### src/hw/rtl/pbf_pkg.sv
// Shared types and constants for the byte pipe FIFO.
// No dependencies; used by pbf_ram, pbf_ends and pipe_byte_fifo.
`default_nettype none

package pbf_pkg;

    localparam int DATA_W = 8;
    localparam int MODE_W = 2;
    localparam int FILL_W = 13;
    localparam int STAT_W = 3;

    localparam logic [MODE_W-1:0] WRITE_ONLY_RESET = 2'd1;

    typedef enum logic [1:0] {
        FUNC_WRITE = 2'd0,
        FUNC_READ  = 2'd1,
        FUNC_OPEN  = 2'd2,
        FUNC_CLOSE = 2'd3
    } func_t;

    typedef enum logic [STAT_W-1:0] {
        ST_OK            = 3'd0,
        ST_EMPTY_BLOCK   = 3'd1,
        ST_END_OF_STREAM = 3'd2,
        ST_FULL_BLOCK    = 3'd3,
        ST_BROKEN_PIPE   = 3'd4
    } status_t;

    // update request to the end counters
    typedef struct packed {
        logic open_end;
        logic close_end;
        logic writer;
    } ends_cmd_t;

    // end counter state as seen by the datapath
    typedef struct packed {
        logic reader_none;      // current reader count is zero
        logic writer_none;      // current writer count is zero
        logic all_closed_next;  // both counts zero after this command
    } ends_stat_t;

endpackage : pbf_pkg

`default_nettype wire

### src/hw/rtl/pbf_ends.sv
// Open reader and writer end counters, saturating at MAX_ENDS and at zero.
// Depends on pbf_pkg for the command and status structs.
`default_nettype none

module pbf_ends
    import pbf_pkg::*;
#(
    parameter int MAX_ENDS = 255,
    parameter int CNT_W    = 8
) (
    input  wire logic       clk,
    input  wire logic       rst_n,
    input  wire ends_cmd_t  cmd,
    output ends_stat_t      stat
);

    logic [CNT_W-1:0] reader_reg, reader_next;
    logic [CNT_W-1:0] writer_reg, writer_next;
    logic [CNT_W-1:0] sel_cnt, sel_next;

    always_comb
    begin
        sel_cnt  = cmd.writer ? writer_reg : reader_reg;
        sel_next = sel_cnt;
        if (cmd.open_end && (sel_cnt < CNT_W'(MAX_ENDS)))
        begin
            sel_next = sel_cnt + CNT_W'(1);
        end
        else if (cmd.close_end && (sel_cnt != '0))
        begin
            sel_next = sel_cnt - CNT_W'(1);
        end
        reader_next = cmd.writer ? reader_reg : sel_next;
        writer_next = cmd.writer ? sel_next : writer_reg;
    end

    always_ff @(posedge clk or negedge rst_n)
    begin
        if (!rst_n)
        begin
            reader_reg <= CNT_W'(1);
            writer_reg <= CNT_W'(1);
        end
        else
        begin
            reader_reg <= reader_next;
            writer_reg <= writer_next;
        end
    end

    assign stat.reader_none     = (reader_reg == '0);
    assign stat.writer_none     = (writer_reg == '0);
    assign stat.all_closed_next = (reader_next == '0) && (writer_next == '0);

endmodule : pbf_ends

`default_nettype wire

### config.mk
export PLATFORM = sky130hd
export DESIGN_NAME = pbf_ends
export DESIGN_NICKNAME = d
export VERILOG_FILES = /design/src/hw/rtl/pbf_pkg.sv /design/src/hw/rtl/pbf_ends.sv
export SDC_FILE = /design/constraint.sdc
export NUM_CORES = 1
export LEC_CHECK = 0
export ABC_AREA = 1
export BUFFER_PORTS_ARGS = -buffer_cell sky130_fd_sc_hd__buf_4
export CAP_MARGIN = 0
export CORE_UTILIZATION = 50
export CTS_CLUSTER_SIZE = 12
export DETAILED_ROUTE_END_ITERATION = 7
export PLACE_DENSITY = 0.7
export SLEW_MARGIN = 20
export SYNTH_ARGS = -nofsm -noshare
export SYNTH_HDL_FRONTEND = slang
export SYNTH_SLANG_ARGS = --single-unit
### constraint.sdc
create_clock -name clk -period 2.7 [get_ports clk]
set_clock_uncertainty 0.2 [all_clocks]
set_input_delay 0.405 -clock clk [delete_from_list [all_inputs] [get_ports clk]]
set_output_delay 0.405 -clock clk [all_outputs]
set_load 0.03 [all_outputs]
==> results.md, run 1 <==
- Flip-flop and latch count after synthesis: 16
- Unrepaired setup endpoints after global routing: yes
- Layout cells sized above 1: 40.91%
- Remaining DRCs: 0
- R2R cell count: 24
- CTS buffer count: 3
- Slowest Stage Delay on Critical Path: 0.53 ns
- Worst R2R Setup Slack: -0.48 ns
- Finish-stage setup viols: 2
- Most Frequent Cell on Critical Path: buf_4
- Sw Share: 40.80%
- Synth Net Count: 268
- Full die area: 3410 µm²
- Final WS setup: -0.4798 ns
- Final Max Slew Viols: 0
- Core area: 3028 µm²
- PwrDens: 513.2 nW/µm²
- Setup Crit Path Kind: reg2reg
- CP Max Fanout: 8
- Peak VDD IR: 0.4570 mV
- Vias per cell: 4.858
- R2r startpoint: reader_reg[0]$_DFF_PN1_
- Largest net degree at the start of global routing: 21
- Vias in the first global route: 1724
- Post-synthesis cell area: 1590 µm²
- Post-Syn Instances: 260
- Rows: 20
- Gr usage total: 28.94%
- Average size of a mapped cell: 6.116 µm²
- Hold Fails Final Rpt: 0
- IO Pins: 8
- CP arrival: 3.20 ns
- Crit path time final: 3.180 ns
- Fillers: 221
- ANT nets after route: 0
- Status: finished, violations left
- Root Buffer: clkbuf_4
- Clk_lat worst skew: 0.28 ns
- Max-Slew Margin vs Limit: 79.54%
- CTS tree: done
- First-pass GRT wire length: 7590 µm
- # nets final: 339
- DP HPWL: 3372 µm
- Vias: 1817
- H-tree lvl count: 1
- Max Fclk: 0.3145 GHz
- Max-cap viol count: 0
- Switch Pwr: 0.4886 mW
- CP Capture Type: flip-flop
- Critical path's slowest cell: dfstp_2
- Ys Warns: 0
- Die Span Y: 58.40 µm
- Worst-margin pin slew: 0.3036 ns
- Netlist cell types: 24
- Internal cell power: 0.7089 mW
- Area grow syn2layout: 46.73%
- Worst setup SP type: flip-flop
- Routed WL per cell: 12.19 µm
- Detailed-route wire length: 4559 µm
- Initial Utilization: 52.52%
- Final period utilization: 117.8%
- Final Core Density: 77.07%
- Clk pwr share: 12.9%
- HP Class: in2async
- CTS clk-pin slew, worst paths: 0.09 ns
- Reg-to-Reg End: reader_reg[1]$_DFF_PN0_
- Grt total ovfl: 0
- Dpl ws: -0.4920 ns
- Crit-path cells: inv_2 -> nand2_2 -> nand2_4 -> inv_4 -> ha_4 -> nand2_4 -> nor2_4 -> nand2_2 -> nand2_2 -> buf_6 -> buf_4 -> nand2_1 -> nand3_1 -> nand2_1 -> buf_4 -> buf_4 -> buf_4 -> buf_4 -> buf_4 -> buf_4 -> buf_4 -> buf_4 -> buf_4 -> inv_1
- Die Width: 58.40 µm
- Leak: 1.280 nW
- Logic pwr share: 60.1%
- Register area: 402.9 µm²
- Initial antenna violation count: 0
- Detailed Route Iter0 Violations: 82
- Sequential power share: 27.0%
- Worst EP required: 2.72 ns
- Failing checks: setup timing
- Antenna cell count: 0
- Pre-Repair DR Iteration Count: 4
- Max Root-Sink Buffers: 2
- # port buffers: 7
- CTS Sinks: 16
- Seq/Total Area, Yosys: 25.33%
- Gpl congestion: 0.9028
- Multi-input logic area: 1130 µm²
cell type report:
| class | instances | share of cell area [%] |
|---|---|---|
| Inverter | 33 | 5.416 |
| Sequential cell | 16 | 17.27 |
| Multi-Input combinational cell | 204 | 48.42 |
| Timing Repair Buffer | 73 | 24.99 |
| Tap cell | 44 | 2.359 |
| Clock buffer | 4 | 1.555 |
cells by family (layout without fill, tap and decap cells):
family                   count (synthesis)  count (layout)  synth area share (%)
AND/OR/NAND/NOR                        189             189                 55.08
buffers and inverters                   40             110                 11.64
flip-flops                              16              16                 25.33
AO/OA/AOI/OAI                            7               7                 2.833
XOR/XNOR                                 5               5                 2.754
adder cells (fa/ha/maj)                  3               3                 2.361
per-layer routing:
layer | track usage, % | wire length [µm] | vias up
met5 | 0 | 0 | -
met4 | 10.88 | 134 | 0
met3 | 1.978 | 225 | 12
met2 | 46.14 | 2096 | 55
met1 | 41.33 | 2103 | 811
li1 | - | - | 939
worst max path at each step:
stage,start,to,slack [ns],depth (start not counted)
floorplan,cmd[0],stat[0],-0.04,18
global placement,cmd[0],stat[0],-0.46,18
detailed placement,cmd[0],stat[0],-0.49,18
CTS,reader_reg[0]$_DFF_PN1_,stat[0],-0.44,19
global route,reader_reg[0]$_DFF_PN1_,stat[0],-0.61,19
finish,reader_reg[0]$_DFF_PN1_,reader_reg[1]$_DFF_PN0_,-0.48,24
timing repair:
item,in CTS,in global routing
hold buffers,1,0
setup endpoints to repair,1,2
resized for setup,20,9
pin swaps,18,12
endpoints found under the hold margin,16,0
buffers inserted,16,2
power groups by stage:
stage / sequential, mW / combinational (mW) / clock (mW)
6_report: 0.324 / 0.720 / 0.154
3_3_place_gp: 0.325 / 0.584 / 0
5_1_grt: 0.329 / 0.792 / 0.167
3_5_place_dp: 0.326 / 0.593 / 0
2_1_floorplan: 0.317 / 0.358 / 0
4_1_cts: 0.322 / 0.683 / 0.159
synth_stat cells:
library cell,number,area share (%)
nand2_1,107,25
inv_1,32,7.6
nand3_1,31,9.8
nand2_2,16,6.3
nor2_1,16,3.8
dfrtp_1,14,22
nand2_4,6,4.2
xor2_1,5,2.8
buf_6,4,2.8
nor2_2,4,1.6
o21ai_0,4,1.3
ha_1,3,2.4
nand4_1,3,1.2
dfstp_2,2,3.3
nand3_2,2,1.3
nor3_1,2,0.63
o21ai_2,2,1.1
a21boi_1,1,0.47
buf_1,1,0.24
buf_2,1,0.31
buf_4,1,0.47
inv_2,1,0.24
nor2_4,1,0.71
nor4_1,1,0.39
per-stage QoR:
stage          hold WS (ns)  area (µm²)  total power [mW]  setup TNS [ns]  cells
6_report             0.3026        2333             1.198         -0.9361    374
5_1_grt              0.3272        2333             1.288          -1.210    374
4_1_cts              0.3046        2281             1.164         -0.7787    372
3_5_place_dp        0.07328        2049            0.9182         -0.4920    351
3_3_place_gp        0.07019        2049            0.9088         -0.4595    351
2_1_floorplan      -0.09059        1642            0.6751        -0.04346    260
critical path: cells and delay by family, from the launching register on:
family / cells / cell delay, ns
adder cells (fa/ha/maj): 1 / 0.14
buffers and inverters: 14 / 1.53
flip-flops: 1 / 0.53
AND/OR/NAND/NOR: 9 / 0.74
cells in the final DEF, fill, tap and decap left out, types with 5 or more instances in the layout:
cell,instances
nand3_2,7
nand2_4,10
buf_4,68
nand3_1,25
nand2_2,20
nor2_1,13
nand2_1,99
xor2_1,5
dfrtp_1,14
nor2_2,5
inv_1,28
Power figures use the tool's default switching activity.
==> run 2, diff against run 1 <==
Settings changed: SETUP_SLACK_MARGIN set to 0.2.
==> run 2 against run 1 <==
Against the previous run: the flow still finishes with violations (setup timing); sequential share of layout area did not move; cell count did not move; critical path depth did not move; highest routed layer unchanged; sequential power barely moved; non-clock buffer count did not move; cell area did not move; worst setup slack did not move; sequential cell count did not move; via count did not move; combinational power barely moved; register-to-register slack barely moved; largest cell class unchanged.
==> results.md, run 2 (synthesis results as in run 1) <==
- Routed WL per cell: 12.19 µm (unchanged)
- Die Span Y: 58.40 µm (unchanged)
- Status: finished, violations left
- Multi-input logic area: 1130 µm² (unchanged)
- Vias per cell: 4.858 (unchanged)
- Fillers: 221 (unchanged)
- Vias in the first global route: 1724 (unchanged)
- CTS clk-pin slew, worst paths: 0.09 ns (about the same)
- CTS Sinks: 16 (unchanged)
- CTS tree: done
- CP arrival: 3.20 ns (about the same)
- CTS buffer count: 3 (unchanged)
- ANT nets after route: 0 (unchanged)
- DP HPWL: 3372 µm (unchanged)
- Final Core Density: 77.07% (unchanged)
- Gr usage total: 28.94% (unchanged)
- Setup Crit Path Kind: reg2reg
- Die Width: 58.40 µm (unchanged)
- Pre-Repair DR Iteration Count: 4 (unchanged)
- Hold Fails Final Rpt: 0 (unchanged)
- Area grow syn2layout: 46.73% (unchanged)
- Vias: 1817 (unchanged)
- Most common cell after layout, fill and taps aside: nand2_1
- Most Frequent Cell on Critical Path: buf_4
- Gpl congestion: 0.9028 (unchanged)
- Register area: 402.9 µm² (unchanged)
- Worst EP required: 2.72 ns (about the same)
- CP Max Fanout: 8 (unchanged)
- Grt total ovfl: 0 (unchanged)
- Leak: 1.280 nW (unchanged)
- Antenna cell count: 0 (unchanged)
- Final WS setup: -0.4798 ns (unchanged)
- Detailed-route wire length: 4559 µm (unchanged)
- Max-cap viol count: 0 (unchanged)
- Initial antenna violation count: 0 (unchanged)
- Final period utilization: 117.8% (unchanged)
- PwrDens: 513.2 nW/µm² (unchanged)
- Failing checks: setup timing
- Worst setup SP type: flip-flop
- Initial Utilization: 52.52% (unchanged)
- Most frequent cells in the layout: 99 x nand2_1, 68 x buf_4, 28 x inv_1
- Largest net degree at the start of global routing: 21 (unchanged)
- Root Buffer: clkbuf_4
- Remaining DRCs: 0 (unchanged)
- First-pass GRT wire length: 7590 µm (unchanged)
- Rows: 20 (unchanged)
- # nets final: 339 (unchanged)
- Finish-stage setup viols: 2 (unchanged)
- Core area: 3028 µm² (unchanged)
- HP Class: in2async
- Final Max Slew Viols: 0 (unchanged)
- CP Capture Type: flip-flop
- Full die area: 3410 µm² (unchanged)
- IO Pins: 8 (unchanged)
- Max Root-Sink Buffers: 2 (unchanged)
- Critical path's slowest cell: dfstp_2
- H-tree lvl count: 1 (unchanged)
- Max Fclk: 0.3145 GHz (unchanged)
- Max-Slew Margin vs Limit: 79.54% (unchanged)
- Layout cells sized above 1: 40.91% (unchanged)
- Worst-margin pin slew: 0.3036 ns (unchanged)
- Slowest Stage Delay on Critical Path: 0.53 ns (about the same)
- Detailed Route Iter0 Violations: 82 (unchanged)
- Unrepaired setup endpoints after global routing: yes
- Crit-path cells: inv_2 -> nand2_2 -> nand2_4 -> inv_4 -> ha_4 -> nand2_4 -> nor2_4 -> nand2_2 -> nand2_2 -> buf_6 -> buf_4 -> nand2_1 -> nand3_1 -> nand2_1 -> buf_4 -> buf_4 -> buf_4 -> buf_4 -> buf_4 -> buf_4 -> buf_4 -> buf_4 -> buf_4 -> inv_1
- Crit path time final: 3.180 ns (unchanged)
- # port buffers: 7 (unchanged)
- Clk_lat worst skew: 0.28 ns (about the same)
- Placement Cell Area: 2049 µm² (unchanged)
- Final Hold Slack: 0.3026 ns (unchanged)
- Final instance area: 2333 µm² (unchanged)
- Peak VDD IR: 0.4570 mV (unchanged)
## run 2: path summary, 6_finish.rpt
path | startpoint | to | slack, ns | cells after the start
setup / recovery | reader_reg[0]$_DFF_PN1_ | reader_reg[1]$_DFF_PN0_ | -0.48 | 24
hold / removal | rst_n | reader_reg[6]$_DFF_PN0_ | 0.30 | 2
setup reg to reg | reader_reg[0]$_DFF_PN1_ | reader_reg[1]$_DFF_PN0_ | -0.48 | 24
hold reg to reg | writer_reg[7]$_DFF_PN0_ | writer_reg[7]$_DFF_PN0_ | 0.36 | 2
max in group asynchronous | rst_n | writer_reg[0]$_DFF_PN1_ | 1.75 | 2
min in group clk | writer_reg[7]$_DFF_PN0_ | writer_reg[7]$_DFF_PN0_ | 0.36 | 2
## run 2: report_power, final
part	internal, mW	switching (mW)	total [mW]
clock	0.0820	0.0721	0.154
sequential	0.289	0.0344	0.324
combinational	0.338	0.382	0.720
## run 2: what timing repair did
item | in CTS | in global routing
buffers inserted | 16 | 2
pin swaps | 18 | 12
setup endpoints to repair | 1 | 2
gates resized for setup | 20 | 9
hold buffers | 1 | 0
endpoints found under the hold margin | 16 | 0
## run 2: metrics by stage
stage | worst slack [ns] | TNS, ns | power, mW | std cells
final | -0.4798 | -0.9361 | 1.198 | 374
after CTS | -0.4399 | -0.7787 | 1.164 | 372
after floorplan | -0.04346 | -0.04346 | 0.6751 | 260
after detailed placement | -0.4920 | -0.4920 | 0.9182 | 351
after global routing | -0.6076 | -1.210 | 1.288 | 374
after global placement | -0.4595 | -0.4595 | 0.9088 | 351
## run 2: layout make-up
type	count	area share (%)
Tap cell	44	2.359
Clock buffer	4	1.555
Sequential cell	16	17.27
Inverter	33	5.416
Timing Repair Buffer	73	24.99
Multi-Input combinational cell	204	48.42
## run 2: metal layers
metal / share of wire (%) / up-vias / track usage (%) / wire (µm)
met5: 0 / - / 0 / 0
met4: 2.9 / 0 / 10.88 / 134
met3: 4.9 / 12 / 1.978 / 225
met2: 46 / 55 / 46.14 / 2096
met1: 46 / 811 / 41.33 / 2103
li1: - / 939 / - / -
## run 2: worst max-delay path: cells and delay by family (launching register included)
kind	cells	cell delay, ns
buffers and inverters	14	1.53
AND/OR/NAND/NOR	9	0.74
flip-flops	1	0.53
adder cells (fa/ha/maj)	1	0.14
==> run 3, diff against run 2 <==
Settings changed: ABC_AREA 1 to unset.
==> run 3 against run 2 <==
Against the previous run: largest power group unchanged; cell count is 28% lower; the run ends with DRC, setup timing left; utilization is 5.6 points higher; sequential power is 52% higher.
==> results.md, run 3 <==
- Failing checks: DRC, setup timing
- First-pass GRT wire length: 7824 µm (+3.1%)
- Post-synth EDFFs: 0 (unchanged)
- Netlist cell types: 56 (+130%)
- Vias: 1697 (-6.6%)
- Initial antenna violation count: 0 (unchanged)
- Crit-path cells: nand2_2 -> and2_4 -> inv_2 -> ha_4 -> nand4b_1 -> o2bb2a_4 -> a21bo_4 -> buf_4 -> o22ai_1 -> a221o_1 -> or3_4 -> nor4_4 -> buf_6
- Setup Crit Path Kind: reg2out
- Clk_lat worst skew: 0.32 ns (+0.04 ns)
- Rows: 19 (-5.0%)
- Most frequent cells in the layout: 68 x buf_4, 14 x dfrtp_1, 13 x nor2_1
- Peak VDD IR: 0.7128 mV (+56%)
- Placement Cell Area: 2001 µm² (-2.4%)
- Post-synthesis cell area: 1531 µm² (-3.7%)
- Slowest Stage Delay on Critical Path: 0.57 ns (+0.04 ns)
- Synth Net Count: 178 (-34%)
- Initial Utilization: 54.14% (+1.6 points)
- Final Hold Slack: 0.2985 ns (-0.004121 ns)
- Yosys top cell area share: 22.88% (-2.4 points)
- PwrDens: 1003 nW/µm² (+95%)
- Finish-stage setup viols: 3 (+1)
- Max Fclk: 0.2696 GHz (-14%)
- Pre-Repair DR Iteration Count: 7 (+3)
- # port buffers: 7 (unchanged)
- Final Max Slew Viols: 0 (unchanged)
- Final WS setup: -1.009 ns (-0.5295 ns)
- Worst setup SP type: flip-flop
- Average size of a mapped cell: 9.009 µm² (+47%)
- Ys flop type: dfrtp_1
- Detailed Route Iter0 Violations: 110 (+34%)
- HP Class: in2async
- IO Pins: 8 (unchanged)
- Die Width: 57.35 µm (-1.8%)
- Core area: 2829 µm² (-6.6%)
- CP arrival: 3.10 ns (-0.10 ns)
- Grt total ovfl: 0 (unchanged)
- Root Buffer: clkbuf_4
- DP HPWL: 3647 µm (+8.1%)
- Largest area contributor in the netlist: dfrtp_1
- Setup TNS: -1.184 ns (-0.2482 ns)
- Flip-flop and latch count after synthesis: 16 (unchanged)
- CTS clk-pin slew, worst paths: 0.10 ns (about the same)
- Detailed-route wire length: 5164 µm (+13%)
- Ys Warns: 0 (unchanged)
- # nets final: 249 (-27%)
- Vias per cell: 6.262 (+29%)
- H-tree lvl count: 1 (unchanged)
- Gpl congestion: 0.9532 (+5.6%)
- Max-Slew Margin vs Limit: 63.74% (-16 points)
- Final period utilization: 137.4% (+20 points)
- Worst-margin pin slew: 0.5406 ns (+0.2370 ns)
- Area grow syn2layout: 52.78%
- Crit path time final: 3.709 ns (+0.5295 ns)
- Max Root-Sink Buffers: 2 (unchanged)
- Gr usage total: 32.25% (+3.3 points)
- Remaining DRCs: 2 (+2)
- Layout cells sized above 1: 51.67% (+11 points)
- CP Capture Type: primary output
- Synth cell count leaders: 14 x dfrtp_1, 14 x nor2_1, 11 x nand2_1
- CP Max Fanout: 5 (-3)
- ANT nets after route: 0 (unchanged)
- Fillers: 162 (-27%)
- Synth top area cells: dfrtp_1 23%, xnor2_1 4.0%, xor2_1 4.0%, mux2i_1 3.9%, dfstp_2 3.4%
- Unrepaired setup endpoints after global routing: yes
- Worst EP required: 2.10 ns (-0.62 ns)
- Antenna cell count: 0 (unchanged)
- Routed WL per cell: 19.06 µm (+56%)
- CTS buffer count: 3 (unchanged)
- Full die area: 3288 µm² (-3.6%)
- Leak: 1.098 nW (-14%)
- Vias in the first global route: 1548 (-10%)
- Final instance area: 2340 µm² (+0.27%)
- CTS tree: done
- Max-cap viol count: 0 (unchanged)
- Die Span Y: 57.35 µm (-1.8%)
- Hold Fails Final Rpt: 0 (unchanged)
- Most common cell after layout, fill and taps aside: buf_4
- Async S/R FF share, synth: 100.0% (unchanged)
- Largest net degree at the start of global routing: 19 (-9.5%)
- Seq/Total Area, Yosys: 26.31% (+0.97 points)
- Status: finished, violations left
- Post-Syn Instances: 170 (-35%)
- Critical path's slowest cell: dfstp_2
- CTS Sinks: 16 (unchanged)
[run 3: final timing paths]
path / startpoint / end / slack [ns] / cells after the start
min in group clk: cmd[0] / reader_reg[0]$_DFF_PN1_ / 0.33 / 4
worst max register to register: writer_reg[0]$_DFF_PN1_ / reader_reg[2]$_DFF_PN0_ / -0.09 / 12
worst min-delay path: rst_n / reader_reg[2]$_DFF_PN0_ / 0.30 / 2
max in group asynchronous: rst_n / writer_reg[0]$_DFF_PN1_ / 1.75 / 2
worst min register to register: reader_reg[3]$_DFF_PN0_ / reader_reg[3]$_DFF_PN0_ / 0.38 / 2
worst max-delay path: writer_reg[0]$_DFF_PN1_ / stat[0] / -1.01 / 13
[run 3: cell families after synthesis]
logic type	Yosys count	synth area share [%]
fa+ha+maj	3	2.451
flops	16	26.31
mux	12	8.578
buf+inv	17	5.882
xor+xnor	14	8.007
simple gates	65	26.31
compound gates	43	22.47
[run 3: where the power goes]
part / switching [mW] / leakage [nW] / internal [mW]
clock: 0.0904 / 0.0210 / 0.0827
combinational: 0.799 / 0.885 / 0.883
sequential: 0.121 / 0.192 / 0.370
total: 1.01 / 1.10 / 1.34
[run 3: what timing repair did]
action | in CTS | in global routing
setup buffers | 7 | 6
hold buffers | 1 | 0
setup endpoints to repair | 11 | 12
gates resized for setup | 19 | 25
hold endpoints to repair | 16 | 0
pin swaps | 9 | 18
gates cloned | 1 | 0
[run 3: layer usage]
metal  part of all wire (%)  up-vias  track usage, %  routed length, µm
li1                       -      775               -                  -
met1                     42      800           45.68               2183
met2                     45       99           49.17               2336
met3                    8.9       23           6.349                461
met4                    3.5        0           11.15                182
met5                      0        -               0                  0
[run 3: layout make-up]
type	count	area (µm²)	share of cell area, %
multi-input cells	138	1240	52.99
repair buffers	76	599.3	25.62
flip-flops and latches	16	402.9	17.22
well taps	31	38.79	1.658
clock buffers	4	36.28	1.551
inverters	6	22.52	0.9626
[run 3: worst max-delay path, delay by kind of cell, from the launching register on]
family,cells,cell delay (ns)
compound gates,4,0.84
fa+ha+maj,1,0.14
buf+inv,3,0.35
flops,1,0.57
simple gates,5,0.89
[run 3: metrics by stage]
step	power, mW	cells	utilization, %	worst slack, ns
finish	2.347	271	82.71	-1.009
global route	2.474	271	82.71	-1.104
CTS	2.124	265	77.58	-0.9334
detailed placement	1.826	252	70.72	-0.9744
global placement	1.795	252	70.72	-0.8815
floorplan	1.214	170	-	-1.139
